## src/sv/bvs_pkg.sv

```systemverilog
// Package with shared types, constants and codes for the bencode value skipper.
`timescale 1ns / 1ps
`default_nettype none

package bvs_pkg;

   // Counter widths.
   localparam int LEN_BITS      = 32;
   localparam int LEN_WIDE_BITS = LEN_BITS + 4;
   localparam int DEPTH_BITS    = 8;

   // Queue between the front and back parts.
   localparam int QUEUE_DEPTH = 2;
   localparam int QPTR_BITS   = $clog2(QUEUE_DEPTH);
   localparam int QCNT_BITS   = $clog2(QUEUE_DEPTH + 1);

   // Special characters.
   localparam logic [7:0] CH_COLON = 8'h3A;
   localparam logic [7:0] CH_I     = 8'h69;
   localparam logic [7:0] CH_E     = 8'h65;
   localparam logic [7:0] CH_L     = 8'h6C;
   localparam logic [7:0] CH_D     = 8'h64;
   localparam logic [7:0] CH_ZERO  = 8'h30;
   localparam logic [7:0] CH_NINE  = 8'h39;

   // Byte classes produced by the front part.
   localparam logic [2:0] CLS_OTHER = 3'd0;
   localparam logic [2:0] CLS_DIGIT = 3'd1;
   localparam logic [2:0] CLS_COLON = 3'd2;
   localparam logic [2:0] CLS_INT   = 3'd3;
   localparam logic [2:0] CLS_END   = 3'd4;
   localparam logic [2:0] CLS_OPEN  = 3'd5;

   // Error codes reported with each result.
   localparam logic [2:0] ERR_OK         = 3'd0;
   localparam logic [2:0] ERR_BAD_TYPE   = 3'd1;
   localparam logic [2:0] ERR_BAD_DIGIT  = 3'd2;
   localparam logic [2:0] ERR_LEN_OVF    = 3'd3;
   localparam logic [2:0] ERR_DEPTH_OVF  = 3'd4;
   localparam logic [2:0] ERR_NO_COLON   = 3'd5;
   localparam logic [2:0] ERR_STR_SHORT  = 3'd6;
   localparam logic [2:0] ERR_UNTERM     = 3'd7;

   // Input beat.
   typedef struct packed {
      logic [7:0] data_byte;
      logic       last_byte;
   } req_item_type;

   // Result beat.
   typedef struct packed {
      logic       value_end;
      logic       in_payload;
      logic [7:0] nest_depth;
      logic [2:0] error_code;
   } rsp_item_type;

   // Classified byte held in the queue.
   typedef struct packed {
      logic [2:0] byte_class;
      logic [3:0] digit;
      logic       last_byte;
   } class_item_type;

   // Queue status seen by the front and back parts.
   typedef struct packed {
      logic full;
      logic empty;
   } queue_status_type;

endpackage

`default_nettype wire

```

## src/sv/bencode_value_skipper_unit.sv

```systemverilog
// Top level of the bencode value skipper: front classifier, queue and back parser.
`timescale 1ns / 1ps
`default_nettype none

// The unit takes one byte of bencoded data per beat and returns one result beat per
// byte: whether the byte completes the top-level value, whether it is string payload,
// the container depth after it and an error code. It sustains one byte per clock
// while results are taken. A byte is classified on entry and written into a
// two-entry queue; the back part updates the parse state for the head byte
// combinationally and registers the result, so each byte passes through a queue
// entry and then the result register. The queue absorbs a stalled result channel,
// and input is held off only when it is full. There are no configuration registers.
module bencode_value_skipper_unit
   import bvs_pkg::*;
(
   input  wire logic         clock,
   input  wire logic         reset,
   input  wire req_item_type req_item,
   input  wire logic         req_valid,
   output logic              req_ready,
   output rsp_item_type      rsp_item,
   output logic              rsp_valid,
   input  wire logic         rsp_ready
);

   queue_status_type q_status;
   class_item_type   push_item;
   class_item_type   head_item;
   logic             push;
   logic             pop;

   bvs_front u_front (
      .req_item  (req_item),
      .req_valid (req_valid),
      .req_ready (req_ready),
      .q_status  (q_status),
      .push      (push),
      .push_item (push_item)
   );

   bvs_queue u_queue (
      .clock     (clock),
      .reset     (reset),
      .push      (push),
      .push_item (push_item),
      .pop       (pop),
      .head_item (head_item),
      .q_status  (q_status)
   );

   bvs_back u_back (
      .clock     (clock),
      .reset     (reset),
      .q_status  (q_status),
      .head_item (head_item),
      .pop       (pop),
      .rsp_item  (rsp_item),
      .rsp_valid (rsp_valid),
      .rsp_ready (rsp_ready)
   );

   // A completed value always reports depth zero and no error.
   a_end_clean : assert property (@(posedge clock) disable iff (reset)
      rsp_valid && rsp_item.value_end |->
         (rsp_item.nest_depth == 8'd0) && (rsp_item.error_code == ERR_OK))
      else $error("value end with nonzero depth or error");

   // A payload byte is either fine or flags a buffer that ended inside the value.
   a_payload_err : assert property (@(posedge clock) disable iff (reset)
      rsp_valid && rsp_item.in_payload |->
         (rsp_item.error_code == ERR_OK) || (rsp_item.error_code == ERR_STR_SHORT) ||
         (rsp_item.error_code == ERR_UNTERM))
      else $error("payload byte with unexpected error code");

   // No result is presented right after reset.
   a_reset_idle : assert property (@(posedge clock)
      $past(reset) |-> !rsp_valid)
      else $error("result valid right after reset");

   // Input is refused only while a result is stuck on the output.
   a_ready_backpressure : assert property (@(posedge clock) disable iff (reset)
      !req_ready |-> rsp_valid)
      else $error("input stalled with no pending result");

endmodule

`default_nettype wire

```

## src/sv/bvs_front.sv

```systemverilog
// Front part: classifies each input byte and pushes it into the queue.
`timescale 1ns / 1ps
`default_nettype none

module bvs_front
   import bvs_pkg::*;
(
   input  wire req_item_type     req_item,
   input  wire logic             req_valid,
   output logic                  req_ready,
   input  wire queue_status_type q_status,
   output logic                  push,
   output class_item_type        push_item
);

   logic       is_digit;
   logic [7:0] digit_wide;

   // Accept a beat whenever the queue has room.
   assign req_ready = !q_status.full;
   assign push      = req_valid && !q_status.full;

   // Decode the byte into a class and a digit value.
   assign is_digit   = (req_item.data_byte >= CH_ZERO) && (req_item.data_byte <= CH_NINE);
   assign digit_wide = req_item.data_byte - CH_ZERO;

   always_comb begin
      push_item.digit     = digit_wide[3:0];
      push_item.last_byte = req_item.last_byte;
      if (is_digit) begin
         push_item.byte_class = CLS_DIGIT;
      end else if (req_item.data_byte == CH_COLON) begin
         push_item.byte_class = CLS_COLON;
      end else if (req_item.data_byte == CH_I) begin
         push_item.byte_class = CLS_INT;
      end else if (req_item.data_byte == CH_E) begin
         push_item.byte_class = CLS_END;
      end else if (req_item.data_byte == CH_L || req_item.data_byte == CH_D) begin
         push_item.byte_class = CLS_OPEN;
      end else begin
         push_item.byte_class = CLS_OTHER;
      end
   end

endmodule

`default_nettype wire

```

## src/sv/bvs_queue.sv

```systemverilog
// Short queue of classified bytes between the front and back parts.
`timescale 1ns / 1ps
`default_nettype none

module bvs_queue
   import bvs_pkg::*;
(
   input  wire logic           clock,
   input  wire logic           reset,
   input  wire logic           push,
   input  wire class_item_type push_item,
   input  wire logic           pop,
   output class_item_type      head_item,
   output queue_status_type    q_status
);

   class_item_type slot_ff [QUEUE_DEPTH];
   logic [QPTR_BITS-1:0] wr_ptr_ff, wr_ptr_in;
   logic [QPTR_BITS-1:0] rd_ptr_ff, rd_ptr_in;
   logic [QCNT_BITS-1:0] count_ff, count_in;

   assign q_status.full  = (count_ff == QCNT_BITS'(QUEUE_DEPTH));
   assign q_status.empty = (count_ff == '0);
   assign head_item      = slot_ff[rd_ptr_ff];

   // Pointer and fill count updates.
   always_comb begin
      wr_ptr_in = wr_ptr_ff;
      rd_ptr_in = rd_ptr_ff;
      count_in  = count_ff;
      if (push) begin
         wr_ptr_in = (wr_ptr_ff == QPTR_BITS'(QUEUE_DEPTH - 1)) ? '0 : wr_ptr_ff + 1'b1;
      end
      if (pop) begin
         rd_ptr_in = (rd_ptr_ff == QPTR_BITS'(QUEUE_DEPTH - 1)) ? '0 : rd_ptr_ff + 1'b1;
      end
      if (push && !pop) begin
         count_in = count_ff + 1'b1;
      end else if (pop && !push) begin
         count_in = count_ff - 1'b1;
      end
   end

   always_ff @(posedge clock) begin
      if (reset) begin
         wr_ptr_ff <= '0;
         rd_ptr_ff <= '0;
         count_ff  <= '0;
      end else begin
         wr_ptr_ff <= wr_ptr_in;
         rd_ptr_ff <= rd_ptr_in;
         count_ff  <= count_in;
      end
   end

   // Entry storage needs no reset.
   always_ff @(posedge clock) begin
      if (push) begin
         slot_ff[wr_ptr_ff] <= push_item;
      end
   end

endmodule

`default_nettype wire

```

## src/sv/bvs_back.sv

```systemverilog
// Back part: parse state machine and registered result stage.
`timescale 1ns / 1ps
`default_nettype none

module bvs_back
   import bvs_pkg::*;
(
   input  wire logic             clock,
   input  wire logic             reset,
   input  wire queue_status_type q_status,
   input  wire class_item_type   head_item,
   output logic                  pop,
   output rsp_item_type          rsp_item,
   output logic                  rsp_valid,
   input  wire logic             rsp_ready
);

   // Parse phases.
   localparam logic [1:0] PH_EXPECT  = 2'd0;
   localparam logic [1:0] PH_INT     = 2'd1;
   localparam logic [1:0] PH_LEN     = 2'd2;
   localparam logic [1:0] PH_PAYLOAD = 2'd3;

   localparam logic [DEPTH_BITS-1:0] DEPTH_MAX = '1;

   logic [1:0]            phase_ff, phase_in;
   logic [DEPTH_BITS-1:0] depth_ff, depth_in;
   logic [LEN_BITS-1:0]   len_ff, len_in;
   logic                  seen_ff, seen_in;
   logic                  rsp_valid_ff, rsp_valid_in;
   rsp_item_type          rsp_item_ff, rsp_item_in;

   logic [1:0]              phase_n;
   logic [DEPTH_BITS-1:0]   depth_n;
   logic [DEPTH_BITS-1:0]   depth_out;
   logic [LEN_BITS-1:0]     len_n;
   logic                    seen_n;
   logic [2:0]              err;
   logic                    done;
   logic                    payload;
   logic                    vend;
   logic [LEN_WIDE_BITS-1:0] len_times_ten;

   // A queued byte is taken whenever the result register is free or draining.
   assign pop       = !q_status.empty && (!rsp_valid_ff || rsp_ready);
   assign rsp_valid = rsp_valid_ff;
   assign rsp_item  = rsp_item_ff;

   // Next length when one more digit is appended; the top bits flag overflow.
   assign len_times_ten = LEN_WIDE_BITS'({len_ff, 3'b000}) + LEN_WIDE_BITS'({len_ff, 1'b0})
                        + LEN_WIDE_BITS'(head_item.digit);

   // Per-byte state update.
   always_comb begin
      phase_n = phase_ff;
      depth_n = depth_ff;
      len_n   = len_ff;
      seen_n  = seen_ff;
      err     = ERR_OK;
      done    = 1'b0;
      payload = 1'b0;
      unique case (phase_ff)
         PH_EXPECT: begin
            if (head_item.byte_class == CLS_END && depth_ff != '0) begin
               depth_n = depth_ff - 1'b1;
               done    = 1'b1;
            end else if (head_item.byte_class == CLS_INT) begin
               phase_n = PH_INT;
            end else if (head_item.byte_class == CLS_OPEN) begin
               if (depth_ff == DEPTH_MAX) begin
                  err = ERR_DEPTH_OVF;
               end else begin
                  depth_n = depth_ff + 1'b1;
               end
            end else if (head_item.byte_class == CLS_DIGIT) begin
               phase_n = PH_LEN;
               len_n   = LEN_BITS'(head_item.digit);
               seen_n  = 1'b1;
            end else begin
               err = ERR_BAD_TYPE;
            end
         end
         PH_INT: begin
            if (head_item.byte_class == CLS_END) begin
               phase_n = PH_EXPECT;
               done    = 1'b1;
            end
         end
         PH_LEN: begin
            if (head_item.byte_class == CLS_DIGIT) begin
               if (len_times_ten[LEN_WIDE_BITS-1:LEN_BITS] != '0) begin
                  err = ERR_LEN_OVF;
               end else begin
                  len_n  = len_times_ten[LEN_BITS-1:0];
                  seen_n = 1'b1;
               end
            end else if (head_item.byte_class == CLS_COLON) begin
               if (!seen_ff) begin
                  err = ERR_BAD_DIGIT;
               end else if (len_ff == '0) begin
                  phase_n = PH_EXPECT;
                  done    = 1'b1;
               end else begin
                  phase_n = PH_PAYLOAD;
               end
               seen_n = 1'b0;
            end else begin
               err = ERR_BAD_DIGIT;
            end
         end
         PH_PAYLOAD: begin
            payload = 1'b1;
            len_n   = len_ff - 1'b1;
            if (len_ff == LEN_BITS'(1)) begin
               phase_n = PH_EXPECT;
               done    = 1'b1;
            end
         end
         default: begin
            phase_n = PH_EXPECT;
         end
      endcase

      vend = (err == ERR_OK) && done && (depth_n == '0);

      // The buffer ended before the value did.
      if (err == ERR_OK && !vend && head_item.last_byte) begin
         if (phase_n == PH_LEN) begin
            err = ERR_NO_COLON;
         end else if (phase_n == PH_PAYLOAD) begin
            err = ERR_STR_SHORT;
         end else begin
            err = ERR_UNTERM;
         end
      end

      if (vend) begin
         depth_out = '0;
      end else if (err != ERR_OK) begin
         depth_out = depth_ff;
      end else begin
         depth_out = depth_n;
      end

      // A finished value, an error or the end of the buffer starts afresh.
      if (err != ERR_OK || vend || head_item.last_byte) begin
         phase_n = PH_EXPECT;
         depth_n = '0;
         len_n   = '0;
         seen_n  = 1'b0;
      end
   end

   // Register next values only when a byte is taken.
   always_comb begin
      phase_in     = pop ? phase_n : phase_ff;
      depth_in     = pop ? depth_n : depth_ff;
      len_in       = pop ? len_n   : len_ff;
      seen_in      = pop ? seen_n  : seen_ff;
      rsp_valid_in = pop || (rsp_valid_ff && !rsp_ready);
      rsp_item_in  = rsp_item_ff;
      if (pop) begin
         rsp_item_in.value_end  = vend;
         rsp_item_in.in_payload = payload;
         rsp_item_in.nest_depth = 8'(depth_out);
         rsp_item_in.error_code = err;
      end
   end

   always_ff @(posedge clock) begin
      if (reset) begin
         phase_ff     <= PH_EXPECT;
         depth_ff     <= '0;
         len_ff       <= '0;
         seen_ff      <= 1'b0;
         rsp_valid_ff <= 1'b0;
      end else begin
         phase_ff     <= phase_in;
         depth_ff     <= depth_in;
         len_ff       <= len_in;
         seen_ff      <= seen_in;
         rsp_valid_ff <= rsp_valid_in;
      end
   end

   // Result payload needs no reset.
   always_ff @(posedge clock) begin
      rsp_item_ff <= rsp_item_in;
   end

endmodule

`default_nettype wire

```

## config.mk

```make
export PLATFORM = sky130hd
export DESIGN_NAME = bencode_value_skipper_unit
export DESIGN_NICKNAME = d
export VERILOG_FILES = /design/src/sv/bvs_pkg.sv /design/src/sv/bencode_value_skipper_unit.sv /design/src/sv/bvs_front.sv /design/src/sv/bvs_queue.sv /design/src/sv/bvs_back.sv
export SDC_FILE = /design/constraint.sdc
export NUM_CORES = 1
export LEC_CHECK = 0
export ABC_CLOCK_PERIOD_IN_PS = 8800
export BUFFER_PORTS_ARGS = -buffer_cell sky130_fd_sc_hd__clkbuf_2
export CORE_MARGIN = 2
export CORE_UTILIZATION = 55
export CTS_CLUSTER_DIAMETER = 150
export DETAILED_ROUTE_END_ITERATION = 7
export PLACE_DENSITY_LB_ADDON = 0.12
export SLEW_MARGIN = 30
export SYNTH_ARGS = -nofsm -noshare
export SYNTH_HDL_FRONTEND = slang
export SYNTH_SLANG_ARGS = --single-unit
```

## constraint.sdc

```tcl
create_clock -name clock -period 8.8 [get_ports clock]
set_input_delay 2.2 -clock clock [delete_from_list [all_inputs] [get_ports clock]]
set_output_delay 2.2 -clock clock [all_outputs]
set_load 0.02 [all_outputs]
```

# ---- Yosys cells after proc, flatten, opt, wreduce, memory -nomap -nowiden
# Memories as Yosys holds them, arrays and structs flattened. A register that Yosys moved wholly into a read port is not among the register bits.
# Index checks and enable logic that the tools add are counted.
dict set report op_classes {
  n_addsub 10
  multipliers 0
  div_mod_pow 0
  n_lt_le_gt_ge 2
  eq_ne 26
  shifts 0
  n_mux 71
  bitwise 0
  n_reduce_logical 36
}
# operator count
set op_table {}
lappend op_table {{32-bit 2-to-1 mux} 7}
lappend op_table {{32-bit case mux with 3 select lines} 1}
lappend op_table {{8-bit 2-to-1 mux} 7}
lappend op_table {{35-bit by 33-bit adder with 36-bit output} 1}
lappend op_table {{36-bit by 4-bit adder with 36-bit output} 1}
lappend op_table {{3-bit 2-to-1 mux} 12}
lappend op_table {{32-bit by 1-bit == test with 1-bit output (second input constant)} 1}
lappend op_table {{8-bit by 7-bit == test with 1-bit output (second input constant)} 4}
lappend op_table {{32-bit zero test} 1}
lappend op_table {{2-bit 2-to-1 mux} 16}
lappend op_table {{32-bit by 1-bit subtractor with 32-bit output (second input constant)} 1}
lappend op_table {{1-bit 2-to-1 mux} 24}
lappend op_table {{8-bit AND reduction} 2}
lappend op_table {{3-bit inequality test (second input constant)} 4}
lappend op_table {{1-bit logical AND} 11}
lappend op_table {{2-bit == test (second input constant)} 5}
lappend op_table {{8-bit by 1-bit adder with 8-bit output (second input constant)} 1}
lappend op_table {{8-bit by 6-bit == test with 1-bit output (second input constant)} 1}
lappend op_table {{8-bit == test (second input constant)} 1}
lappend op_table {{8-bit by 6-bit greater-or-equal comparator with 1-bit output (second input constant)} 1}
lappend op_table {{8-bit by 6-bit <= comparator with 1-bit output (second input constant)} 1}
lappend op_table {{8-bit zero test} 1}
lappend op_table {{2-bit case mux with 4 select lines} 1}
lappend op_table {{4-bit nonzero test} 2}
lappend op_table {{22 further kinds} 38}
dict set report totals {
  register_bits 61
  latch_bits 0
  ram_bits 16
  romBits 0
  in_bits 13
  out_inout_bits 15
  word_cells 158
  memories 1
}
# name depth width read_ports rd_ports_with_merged_regs write_ports line
set memory_table {}
lappend memory_table {u_queue.slot_ff 2 8 1 1 1 bvs_queue.sv:17} ;# class_item_type slot_ff [QUEUE_DEPTH];

# ---- Depth between registers and ports, before layout
# Gate-level depths: netlist (run 1).
dict set report depth {
  word_depth 18
  ltp_mapped 19
  ltp_nobuf 15
}

# ---- Hierarchy
# Synthesis (run 1) repeated with hierarchy kept, for this count alone.
dict set report unflattened {
  hier_cells 834
  hier_area_um2 7119.3
}
# mod instances cells_each area_per_inst_um2 seq_area_each_um2
set modules_own_cells {}
lappend modules_own_cells {bvs_back 1 767 6179.7 1271.2}
lappend modules_own_cells {bvs_queue 1 47 783.3 580.6}
lappend modules_own_cells {bvs_front 1 20 156.4 0.0}

# ---- Worst setup path before layout (run 1)
# OpenSTA, ideal clock, no wires.
dict set report synth_timing {
  path_kind {register to register}
  from {register (tool-made name)}
  to {register u_back.rsp_item_ff, in the netlist u_back.rsp_item[3], data pin}
  setup_ns 0.260
  t_arrival_ns 4.382
  required_ns 8.540
  setup_slack_ns 4.157
  stages_incl_launch_ff 19
  n_path_buf 3
  synth_period_minus_slack_ns 4.643
  cell_sequence {dfxtp_1 buf_2 mux2_2 ha_1 ha_1 fa_1 a21o_1 a221oi_2 or4_4 a211oi_2 nor4b_1 o22ai_2 nor2_1 o41ai_4 buf_4 or3_1 buf_2 o21ai_0 o21ai_1}
}
# item line
set synth_lines {}
lappend synth_lines {{end signal: assignment} bvs_back.sv:188} ;# rsp_item_ff <= rsp_item_in;
lappend synth_lines {{end: declaration} bvs_back.sv:31} ;# rsp_item_type rsp_item_ff, rsp_item_in;

==> results of run 1 <==
placed cells by master, fill, tap and decap left out, types with 9 or more instances in the layout:
cell,synthesis,routed
a21o_1,14,14
a21oi_1,71,71
a31oi_1,23,23
clkbuf_16,0,9
clkbuf_2,0,27
dfxtp_1,49,48
edfxtp_1,29,29
ha_1,69,69
inv_1,36,36
nand2_1,89,89
nand3_1,25,25
nand4_1,15,15
nor2_1,88,87
nor3_1,22,22
nor4_1,10,10
o21ai_0,47,47
o22ai_1,13,13
or3_1,10,10
xnor2_1,31,31
xor2_1,20,20
power groups by stage:
stage               clock, uW  combinational, uW  sequential, uW
global route              420                527             474
finish                    405                481             468
floorplan                   0                332             494
CTS                       409                476             468
global placement            0                454             473
detailed placement          0                471             476
worst max-delay path by stage:
| stage | startpoint | endpoint | slack [ns] | cells past startpoint |
|---|---|---|---|---|
| global route | flop | u_back.len_ff[10] | 2.96 | 16 |
| floorplan | flop | u_back.rsp_item[3] | 4.16 | 18 |
| finish | flop | u_back.len_ff[5] | 3.29 | 16 |
| detailed placement | flop | u_back.len_ff[10] | 3.36 | 16 |
| global placement | flop | u_back.depth_ff[5] | 3.26 | 15 |
| CTS | flop | u_back.len_ff[5] | 3.35 | 16 |
sequential cells by signal, indices dropped and copies added, names as in the netlist, named ones only:
signal	cells
u_back.depth_ff	8
u_back.rsp_valid	1
u_back.len_ff	32
u_queue.wr_ptr_ff	1
u_queue.count_ff	2
u_queue.slot_ff	16
u_back.phase_ff	2
u_queue.rd_ptr_ff	1
u_back.seen_ff	1
u_back.rsp_item	13
area by class of cell:
class	count	area share [%]
flip-flops and latches	78	24.23
clock inverters	7	1.293
clock buffers	9	2.945
inverters	38	1.865
repair buffers	32	2.258
multi-input cells	726	64.59
well taps	172	2.814
worst reg2reg max path, stage by stage, from the launching register on:
cell and delay (ns):
dfxtp_1 0.67, mux2_2 0.42, ha_1 0.28, ha_1 0.24, fa_1 0.41, a21o_1 0.22, a221oi_2 0.39, or4_4 0.22
a211oi_2 0.08, nor4b_1 0.47, o22ai_2 0.21, o31ai_4 0.30, o2111ai_4 0.27, o41ai_4 0.71, buf_4 0.32, a31oi_1 0.07
o22ai_1 0.16
cell families after synthesis:
| logic type | count (synthesis) | share of synthesized area [%] |
|---|---|---|
| simple gates | 318 | 22.08 |
| buf+inv | 82 | 4.686 |
| mux | 11 | 1.603 |
| compound gates | 275 | 26.55 |
| xor+xnor | 51 | 6.290 |
| flops | 78 | 26.07 |
| fa+ha+maj | 71 | 12.72 |
layer usage:
| layer | wire length [um] | GRT usage [%] |
|---|---|---|
| met1 | 8868 | 38.28 |
| met2 | 8840 | 43.10 |
| met3 | 1261 | 4.457 |
| met4 | 257 | 6.702 |
| met5 | 0 | 0 |
metrics by stage:
| step | utilization [%] | setup slack, ns |
|---|---|---|
| after floorplan | - | 4.157 |
| after global placement | 57.93 | 3.264 |
| after detailed placement | 58.03 | 3.360 |
| after CTS | 60.60 | 3.350 |
| after global routing | 60.60 | 2.957 |
| final | 60.60 | 3.287 |
==> results.cfg, run 1 <==
[timing]
worst_clock_skew_ns = 0.01140
slew_viol_final = 0
whs_ns = 0.5136
period_needed_ns = 5.513
finalHoldViolCount = 0
setup_viol = 0
worst_pin_slew_ns = 0.9112
max_freq_mhz = 181.4
rsz0062_at_grt = false
fin_crit_sh_pct = 62.65
max-slew-margin-rel_pct = 39.05
setup_tns_ns = 0

[floorplan]
die_h_um = 117.6
core_um2 = 12620
die_w_um = 117.6
boundaryPins = 28
die-area_um2 = 13840
rows = 41
start_util_pct = 56.28

[yosys]
ys.flop_type = dfxtp_1
ys_async_sr_fraction_pct = 0
yosysTopAreaCell = dfxtp_1
yosysTopAreaCellShare_pct = 13.81
ys_types = 82
synthesis.nets = 970
synth_seq_cells = 78
syn_area_um2 = 7102
yosysWarnings = 0
netlist_instances = 886
seq_area_frac_synth_pct = 26.07
synth_common_cells = nand2_1, nor2_1, a21oi_1
synth_edf_count = 29
ys_top_cells_by_area = dfxtp_1, edfxtp_1, ha_1, a21oi_1, nand2_1
syn_avg_cell_area_um2 = 8.016
synth.most_common_cell = nand2_1

[layout]
area_growth_pct = 7.681
fin_nets = 969
layout-drive-gt1-share_pct = 9.101
fillCellCount = 1141
postLayoutCellArea_um2 = 7647
regArea_um2 = 1853
stdcell_count = 1062
multiInputGateArea_um2 = 4940
n_antenna_cell = 0

[global_route]
grt_pass1_wl_um = 30840
antenna_found_initial = 0
track_usage_pct = 27.06
grt_pass1_vias = 6147
overflow = 0
grt_max_degree = 72

[hold_path]
hold_class = reg -> reg
hold_start = u_back.len_ff[19]
worstHoldPathCells = 2
min_to = u_back.len_ff[19]

[place]
place_hpwl_um = 14180
dp.cells = 1046
placed_cell_area_um2 = 7323
io_buffers = 27
gp_congestion = 0.9277

[power]
swShare_pct = 37.99
power.total_uw = 1354
switchingPower_uw = 514.6
peakVddDrop_mv = 0.1536
power_frac_seq_pct = 34.5
clockPowerShare_pct = 29.9
leakagePower_uw = 0.003278
cellPowerDensity_nw_per_um2 = 177.1
p_comb_share_pct = 35.5
p_int_uw = 839.8

[clocking]
postCtsSetupBuffers = 0
ctsHtreeMaxLevel = 3
cts_buffers = 9
cts-resized-gates = 0
cts_buffer_depth = 2
cts_root_buf = clkbuf_16
clkTransAtPathRegs_ns = 0.06
clk_latency_ns = 0.34
cts_tree = built
cts_sinks = 78
cts_hold_buffers = 0

[detailed_routing]
finalWirelength_um = 19230
drt.antenna.violating_nets = 0
drc = 0
wl_per_cell_um = 18.10
drt_iter0_drc = 554
vias_per_cell = 6.411
num_vias = 6808
drt-pass1-iter-count = 5

[worst_setup_path]
crit_path_end_kind = flop
crit_family = compound AO/OA/AOI/OAI gates
path_max_fanout = 13
cp.required_ns = 9.06
timing.rr.end = u_back.len_ff[5]
reg2reg_depth = 16
cpPeakStageDelay_ns = 0.71
cp.arrival_ns = 5.77
critPathMostFrequentCell = ha_1
cp_slowest_cell = o41ai_4
criticalPathCategory = reg -> reg
worst_setup_path_start_kind = flop
ff2ff_setup_slack_ns = 3.29
crit_chain = mux2_2 -> ha_1 -> ha_1 -> fa_1 -> a21o_1 -> a221oi_2 -> or4_4 -> a211oi_2 -> nor4b_1 -> o22ai_2 -> o31ai_4 -> o2111ai_4 -> o41ai_4 -> buf_4 -> a31oi_1 -> o22ai_1
crit_buf_inv = 1

[run_status]
status = complete, no violations

[job]
max_cap_viol_count = 0
Power figures use the tool's default switching activity.
==> run 2: changes to the inputs <==
ABC_AREA = 1   (was unset)
ABC_CLOCK_PERIOD_IN_PS = 4500   (was 8800)
clock period = 4.5 ns   (was 8.8 ns; I/O delays follow)
==> results.cfg, run 2 <==
[floorplan]
core_um2 = 13400
start_util_pct = 56.83
die-area_um2 = 14800
die_w_um = 121.7
die_h_um = 121.7
boundaryPins = 28
rows = 42

[power]
cellPowerDensity_nw_per_um2 = 675.7
peakVddDrop_mv = 0.3966
switchingPower_uw = 2994
p_comb_share_pct = 62.8
power_frac_seq_pct = 23.7
swShare_pct = 53.45
p_int_uw = 2607
leakagePower_uw = 0.004408
clockPowerShare_pct = 13.5

[detailed_routing]
num_vias = 7869
drc = 0
finalWirelength_um = 20640
vias_per_cell = 5.405
drt.antenna.violating_nets = 0
drt-pass1-iter-count = 6
wl_per_cell_um = 14.17
drt_iter0_drc = 564

[worst_setup_path]
crit_path_end_kind = flop
criticalPathCategory = reg -> reg
cp.arrival_ns = 4.22
path_max_fanout = 11
worst_setup_path_start_kind = flop
cp.required_ns = 4.62

[clocking]
cts_sinks = 78
ctsHtreeMaxLevel = 3
cts_root_buf = clkbuf_16
cts_buffers = 9
cts_hold_buffers = 0
cts_tree = built
cts_buffer_depth = 2
clk_latency_ns = 0.35
clkTransAtPathRegs_ns = 0.06

[yosys]
ys_types = 50
syn_avg_cell_area_um2 = 6.102
synthesis.nets = 1332
synth.most_common_cell = nand2_1
yosysTopAreaCell = nand2_1
synth_edf_count = 29
ys_async_sr_fraction_pct = 0
synth_seq_cells = 78
netlist_instances = 1248
ys.flop_type = dfxtp_1
syn_area_um2 = 7615
yosysTopAreaCellShare_pct = 19.03
synth_common_cells = nand2_1, nor2_1, inv_1
ys_top_cells_by_area = nand2_1, dfxtp_1, edfxtp_1, ha_1, nor2_1
seq_area_frac_synth_pct = 24.32
yosysWarnings = 0

[timing]
period_needed_ns = 4.097
setup_viol = 0
worst_clock_skew_ns = 0.009450
finalHoldViolCount = 0
max_freq_mhz = 244.1
fin_crit_sh_pct = 91.05
rsz0062_at_grt = false
setup_tns_ns = 0
setup_slack_ns = 0.4029
slew_viol_final = 0
worst_pin_slew_ns = 0.8508
max-slew-margin-rel_pct = 43.07

[layout]
area_growth_pct = 8.856
n_antenna_cell = 0
fin_util_pct = 61.86
largest_register_ffs = 32
layout-drive-gt1-share_pct = 7.734
fin_nets = 1359
top_register = u_back.len_ff
final_cell_mix = nand2_1, nor2_1, inv_1
final_common_cell = nand2_1

[global_route]
grt_pass1_wl_um = 33820
grt_pass1_vias = 7177
antenna_found_initial = 0
overflow = 0
track_usage_pct = 28.66
grt_max_degree = 34

[hold_path]
hold_class = reg -> reg

[place]
place_hpwl_um = 15860
io_buffers = 27
place_ws_ns = 0.07171
gp_congestion = 0.9248

[job]
max_cap_viol_count = 0

[run_status]
status = complete, no violations
run 2: cell types whose count changed after synthesis, sizes merged, moves of 15 or more:
cell / previous run / this run
nand2: 90 / 394
inv: 37 / 171
nor2: 88 / 192
nand3: 25 / 62
xnor2: 31 / 4
a21oi: 71 / 95
a31oi: 23 / 8
run 2: worst paths after layout:
kind | slack [ns] | depth (start not counted) | startpoint | to
setup / recovery | 0.40 | 26 | flop | u_back.rsp_item[1]
hold / removal | 0.46 | 1 | u_queue.rd_ptr_ff | u_queue.rd_ptr_ff
setup reg to reg | 0.40 | 26 | flop | u_back.rsp_item[1]
hold reg to reg | 0.46 | 1 | u_queue.rd_ptr_ff | u_queue.rd_ptr_ff
run 2: cells by family (layout without fill, tap and decap cells):
| group | count (synthesis) | in the layout | synth area share, % |
|---|---|---|---|
| buf+inv | 196 | 227 | 10.32 |
| mux | 1 | 1 | 0.1315 |
| compound gates | 187 | 187 | 13.24 |
| xor+xnor | 12 | 12 | 1.380 |
| flops | 78 | 78 | 24.32 |
| fa+ha+maj | 71 | 71 | 11.86 |
| simple gates | 703 | 704 | 38.74 |
run 2: critical path, cell delays in order (launching register included):
cell and delay, ns:
dfxtp_4 0.42, inv_2 0.08, nand2_1 0.06, nand2_1 0.07
ha_1 0.27, ha_1 0.27, fa_1 0.42, nand2_1 0.08
nand2_1 0.08, nand3b_1 0.09, nand2_1 0.11, nand2_1 0.09
nand2_1 0.17, nand2_1 0.14, nand2_1 0.06, nand2_1 0.05
nand2_1 0.05, nor2_1 0.20, nand3_1 0.10, nand2_1 0.11
nor2_1 0.08, nor2_4 0.13, buf_4 0.18, inv_1 0.08
nor2_1 0.18, o21ai_0 0.13, o21ai_0 0.17
run 2: final cells by class:
type,instances,area (um2)
Clock buffer,11,242.7
Clock inverter,5,60.06
Fill cell,1335,5111
Inverter,171,646.9
Multi-Input combinational cell,975,5010
Sequential cell,78,1857
Tap cell,176,220.2
Timing Repair Buffer,40,252.7
run 2: layer usage:
metal,global-route usage (%),up-vias,share of wire [%]
met5,0,-,0
met4,9.842,0,2.5
met3,4.167,41,7.6
met2,47.96,301,47
met1,37.95,3440,43
li1,-,4087,-
run 2: power groups by stage:
stage	registers (uW)	clock network, uW	logic, uW
5_1_grt	1350	794	4000
3_5_place_dp	1330	0	3380
2_1_floorplan	1290	0	2590
3_3_place_gp	1320	0	3340
6_report	1330	756	3520
4_1_cts	1310	768	3410
run 2: repair_timing:
action / in CTS / in global routing
setup buffers: 0 / 1
gates resized for setup: 0 / 14
endpoints found under the setup margin: 0 / 53
run 2: through the flow:
stage | hold slack [ns] | power [uW] | cell area (um2) | std cells
after global placement | 0.4346 | 4668 | 7919 | 1438
after floorplan | 0.4256 | 3879 | 7615 | 1248
after detailed placement | 0.4504 | 4708 | 7919 | 1438
after CTS | 0.4586 | 5487 | 8222 | 1454
final | 0.4575 | 5601 | 8289 | 1456
after global routing | 0.4969 | 6151 | 8289 | 1456
